[config.mk]
export PLATFORM = sky130hd
export DESIGN_NAME = bcrc_fold
export DESIGN_NICKNAME = d
export VERILOG_FILES = /design/src/sv/bcrc_pkg.sv /design/src/sv/bcrc_fold.sv
export SDC_FILE = /design/constraint.sdc
export NUM_CORES = 1
export LEC_CHECK = 0
export BUFFER_PORTS_ARGS = -buffer_cell sky130_fd_sc_hd__buf_2
export CAP_MARGIN = 10
export CORE_MARGIN = 2
export CORE_UTILIZATION = 40
export DETAILED_ROUTE_END_ITERATION = 12
export PLACE_DENSITY = 0.72
export SETUP_SLACK_MARGIN = 0.5
export SYNTH_ARGS = -nofsm -noshare
export SYNTH_HDL_FRONTEND = slang
export SYNTH_SLANG_ARGS = --single-unit
[constraint.sdc]
create_clock -name vclk -period 3
set_input_delay 0.6 -clock vclk [all_inputs]
set_output_delay 0.6 -clock vclk [all_outputs]
set_load 0.005 [all_outputs]
[src/sv/bcrc_pkg.sv]
`timescale 1ns / 1ps
// ----------------------------------------------------------------------------
// bcrc_pkg
// Shared types and constants of the region CRC checker.
// ----------------------------------------------------------------------------
package bcrc_pkg;

   typedef logic [31:0] crc_word_type;
   typedef logic [2:0]  hdr_count_type;

   // Values of the crc_mode register.
   localparam logic ModeReflected = 1'b0;
   localparam logic ModeMsbFirst  = 1'b1;

   localparam crc_word_type PolyReflected = 32'h82F6_3B78;
   localparam crc_word_type PolyMsbFirst  = 32'h04C1_1DB7;
   localparam crc_word_type AllOnes       = 32'hFFFF_FFFF;
   localparam crc_word_type TopBit        = 32'h8000_0000;
   localparam crc_word_type ZeroWord      = 32'h0000_0000;

   localparam hdr_count_type HeaderBytes  = 3'd4;

   typedef struct packed {
      logic [7:0] data_byte;
      logic       first_byte;
      logic       last_byte;
   } req_item_type;

   typedef struct packed {
      crc_word_type crc_value;
      crc_word_type stored_value;
      logic         crc_match;
      logic         too_short;
   } rsp_item_type;

endpackage

[src/sv/bcrc_fold.sv]
`timescale 1ns / 1ps
// ----------------------------------------------------------------------------
// bcrc_fold
// Folds one byte into the CRC accumulator, reflected or MSB-first.
// ----------------------------------------------------------------------------
module bcrc_fold (
   input  logic                  mode,
   input  bcrc_pkg::crc_word_type acc_in,
   input  logic [7:0]            data_byte,
   output bcrc_pkg::crc_word_type acc_out
);
   import bcrc_pkg::*;

   crc_word_type refl_acc;
   crc_word_type msb_acc;

   // Eight bit steps, unrolled; each is a shift and a conditional xor.
   always_comb begin
      refl_acc = acc_in ^ {24'd0, data_byte};
      for (int k = 0; k < 8; k++) begin
         refl_acc = (refl_acc >> 1) ^ (refl_acc[0] ? PolyReflected : ZeroWord);
      end
   end

   always_comb begin
      msb_acc = acc_in ^ {data_byte, 24'd0};
      for (int k = 0; k < 8; k++) begin
         msb_acc = (msb_acc << 1) ^
                   (((msb_acc & TopBit) != ZeroWord) ? PolyMsbFirst : ZeroWord);
      end
   end

   assign acc_out = (mode == ModeMsbFirst) ? msb_acc : refl_acc;

endmodule

-- After elaboration in Yosys (flattened, before gate mapping)
Index checks and enable logic that the tools add are counted.
W data, S select, Z words.
- output and inout bits: 32
- register bits after elaboration: 0
- input port bits: 41
- logic and storage cells: 35
- mux-type cells: 17
- bitwise gates (word level): 18
- operator list (kind ; number):
    $mux W32 ; 9
    $xor A31 B32 Y32 ; 8
    $mux W27 ; 8
    $xor A32 B32 Y32 ; 5
    $xor A32 B27 Y32 ; 4
    $xor A32 B8 Y32 ; 1

-- Longest topological paths before layout
- depth in word-level cells: 18
- mapped depth: 5
- mapped depth without buffers: 5

-- Least setup slack after synthesis
No wires, ideal clock.
- path kind: in2out
- start: input port data_byte[4]
- end: output port acc_out[20]
- path buffers: 0
- cell stages on the path: 5
- data arrival time: 2072 ps
- path slack: 328 ps
- data required time: 2400 ps
- cells stage by stage: xnor2_1 xor2_1 xnor3_2 xnor2_1 o21ai_0
- word-level cells in the longest chain between the ends: 11
- elaborated cells between the ends (all ways): 21
- classes of those cells: mux: 3; bitwise: 18
- ends and longest elaborated chain (item ; line ; source):
    start, declared ; bcrc_fold.sv:9 ; input logic [7:0] data_byte,
    $xor A32 B8 Y32 or $xor A32 B32 Y32 (tied branches) ; bcrc_fold.sv:19, bcrc_fold.sv:26 ;
    $xor A31 B32 Y32 or $xor A32 B27 Y32 (tied branches) ; bcrc_fold.sv:21, bcrc_fold.sv:28 ;
    $xor A31 B32 Y32 or $xor A32 B32 Y32 (tied branches) ; bcrc_fold.sv:21, bcrc_fold.sv:28 ;
    $xor A31 B32 Y32 or $xor A32 B27 Y32 (tied branches) ; bcrc_fold.sv:21, bcrc_fold.sv:28 ;
    $xor A31 B32 Y32 or $mux W27 (tied branches) ; bcrc_fold.sv:21, bcrc_fold.sv:29 ;
    $mux W32 or $xor A32 B27 Y32 (tied branches) ; bcrc_fold.sv:21, bcrc_fold.sv:28 ;
    $xor A31 B32 Y32 or $xor A32 B27 Y32 (tied branches) ; bcrc_fold.sv:21, bcrc_fold.sv:28 ;
    $xor A31 B32 Y32 or $xor A32 B32 Y32 (tied branches) (3 in series) ; bcrc_fold.sv:21, bcrc_fold.sv:28 ;
    $mux W32 (*) ; bcrc_fold.sv:33 ; assign acc_out = (mode == ModeMsbFirst) ? msb_acc : refl_acc;
    end, declared ; bcrc_fold.sv:10 ; output bcrc_pkg::crc_word_type acc_out
Mark *: on every way between the ends. The rest lies on a longest branch, timed or not.

-- Worst setup path after layout
- start: input port acc_in[30]
- end: output port acc_out[23]
- word-level cells in the longest chain between the ends: 12
- ends and longest elaborated chain (item ; line ; source):
    start, declared ; bcrc_fold.sv:8 ; input bcrc_pkg::crc_word_type acc_in,
    $xor A32 B32 Y32 ; bcrc_fold.sv:26 ; msb_acc = acc_in ^ {data_byte, 24'd0};
    $xor A32 B27 Y32 ; bcrc_fold.sv:28 ; msb_acc = (msb_acc << 1) ^
    $mux W27 ; bcrc_fold.sv:29 ; (((msb_acc & TopBit) != ZeroWord) ? PolyMsbFirst : ZeroWord);
    $xor A32 B32 Y32 ; bcrc_fold.sv:28 ;
    $xor A32 B27 Y32 (3 in series) ; bcrc_fold.sv:28 ;
    $xor A32 B32 Y32 (2 in series) ; bcrc_fold.sv:28 ;
    $mux W27 ; bcrc_fold.sv:29 ;
    $xor A32 B32 Y32 ; bcrc_fold.sv:28 ;
    $mux W32 ; bcrc_fold.sv:33 ;
Every way passes these cells.

==> impl_metrics.csv <==
group,metric,value,unit
die,rows,25,
sta,max_slew_margin,0.711,
setup_path,end_kind,"primary output",
cells_and_area,nClkBuffers,0,
run,cap_viol_max_count,0,
placed_design,post-place-ws,0.165,ns
cells_and_area,antenna_cells,0,
route,drc,0,
cells_and_area,mostFrequentLayoutCells,"xnor2_1, buf_2, buf_4, buf_6, xnor2_4",
sta,setup_slack,0.0714,ns
setup_path,cp_max_fo,4,
power_and_ir_drop,power,2.38,mW
die,die_w,74.2,um
setup_path,crit_required,2.40,ns
placed_design,dpl.hpwl,4680,um
hold_path,holdCritPathClass,"input pin to primary output",
cells_and_area,instances_no_fill,430,
synth,avgSynthCellArea,9.71,um^2
route,drt_iter0_markers,250,
sta,rsz0062_at_grt,"true",
global_route,antenna_found_initial,0,
synth,synth_xor_area_frac,0.837,
placed_design,placed_area,2710,um^2
sta,drv_slew,0,
cells_and_area,fin_nets,406,
power_and_ir_drop,p_leak,1.94,nW
cells_and_area,seq_area,0,um^2
die,core_area,4720,um^2
setup_path,start_kind,"input pin",
global_route,grt_overflow_total,0,
cells_and_area,design_area,4340,um^2
synth,synthAdderAreaFrac,0,
placed_design,dp.cells,365,
placed_design,gp_congestion,0.906,
synth,yosysWarnings,0,
power_and_ir_drop,power.density,548,nW/um^2
cells_and_area,fin_util,0.919,
synth,synth_simple_gate_area_share,0.0267,
route,drtAntennaViolNets,0,
route,post_drt_wl_per_cell,26.6,um
synth,synth_mux_area_frac,0.0914,
power_and_ir_drop,ir_worst_vdd,0.000313,V
global_route,first_global_vias,2235,
sta,setup_viol,0,
run_status,outcome,"complete, no violations",
synth,ys_seq_area_frac,0,
hold_path,worstHoldPathCells,3,
route,viasPerCell,5.63,
synth,synth_compound_area_frac,0.0356,
cells_and_area,drive_above_1_share,0.661,
route,dr.pass1.iters,5,
synth,netlist_area,1970,um^2
die,fp.dieH,74.2,um
global_route,grt_max_degree,21,
cells_and_area,design.seq.count,0,
synth,yosysUniqueCellTypes,17,
global_route,grt_pass1_wl,12500,um
hold_path,hold_path_end,"acc_out[23]",
cells_and_area,multi_input_area,2770,um^2
synth,synthesis.nets,244,
die,dieArea,5500,um^2
placed_design,port_buffers,73,
setup_path,worstPathArrival,2.33,ns
cells_and_area,syn_to_final_growth,120,%
sta,hold_slack,1.51,ns
sta,min_period_over_period,0.976,
synth,synth_top_family_by_area,"XOR/XNOR gates",
sta,hold_viol_final,0,
cells_and_area,layout_commonest_cell,"xnor2_1",
hold_path,hold_start,"acc_in[31]",
global_route,grt.total_usage,0.307,
die,ios,73,
route,routed_wl,11400,um
sta,fmax,0.341,GHz
setup_path,crit_type,"input pin to primary output",
cells_and_area,nFillCells,152,
sta,worst_slew_pin_slew,0.434,ns
route,via_count,2420,
die,initial_utilization,0.417,
sta,fin_setup_tns,0,ns
synth,syn_inst,203,
sta,period_minus_slack,2.93,ns
what timing repair did:
action,4_1_cts,5_1_grt
setup endpoints to repair,32,32
buffers inserted,49,16
hold buffers,0,0
pin swaps,53,35
gates resized for setup,129,50
per-layer routing:
metal | GRT usage | up-vias | part of all wire
li1 | - | 973 | -
met1 | 0.388 | 1140 | 0.34
met2 | 0.572 | 224 | 0.48
met3 | 0.0217 | 83 | 0.099
met4 | 0.0646 | 0 | 0.074
met5 | 0 | - | 0
cell families after synthesis:
group           after synthesis
compound gates               14
xor+xnor                    152
buf+inv                       5
mux                          18
simple gates                 14
cells in the mapped netlist (all sizes together):
| master | instances | area (um^2) |
|---|---|---|
| nor2 | 2 | 7.51 |
| a21oi | 2 | 10.0 |
| mux2i | 18 | 180 |
| buf | 2 | 7.51 |
| xor3 | 2 | 47.6 |
| xnor2 | 115 | 1130 |
| xor2 | 27 | 289 |
| clkbuf | 3 | 11.3 |
| nand2 | 12 | 45.0 |
| o21ai | 12 | 60.1 |
| xnor3 | 8 | 181 |
worst max-delay path: stages:
cell and delay, ns:
buf_8 0.11, xnor2_4 0.28, buf_12 0.16, xnor2_4 0.15, xnor3_1 0.40, mux2i_1 0.25, xor2_1 0.21, buf_2 0.16
how the worst max path moves through the flow:
| stage | from | to | slack (ns) |
|---|---|---|---|
| 6_report | acc_in[30] | acc_out[23] | 0.07 |
| 3_3_place_gp | data_byte[3] | acc_out[7] | 0.18 |
| 2_1_floorplan | data_byte[5] | acc_out[21] | 0.50 |
| 3_5_place_dp | data_byte[3] | acc_out[7] | 0.17 |
| 5_1_grt | acc_in[30] | acc_out[23] | -0.05 |
| 4_1_cts | data_byte[1] | acc_out[16] | 0.29 |
power by group:
group	internal (mW)	switching [mW]
sequential	0	0
clock	0	0
combinational	1.24	1.14
total	1.24	1.14
cell type report:
| type | instances | share of cell area |
|---|---|---|
| timing repair buffer | 165 | 0.344 |
| multi-input combinational | 198 | 0.637 |
| tap | 67 | 0.0193 |
Note: power is estimated with default switching activity, not from simulation.
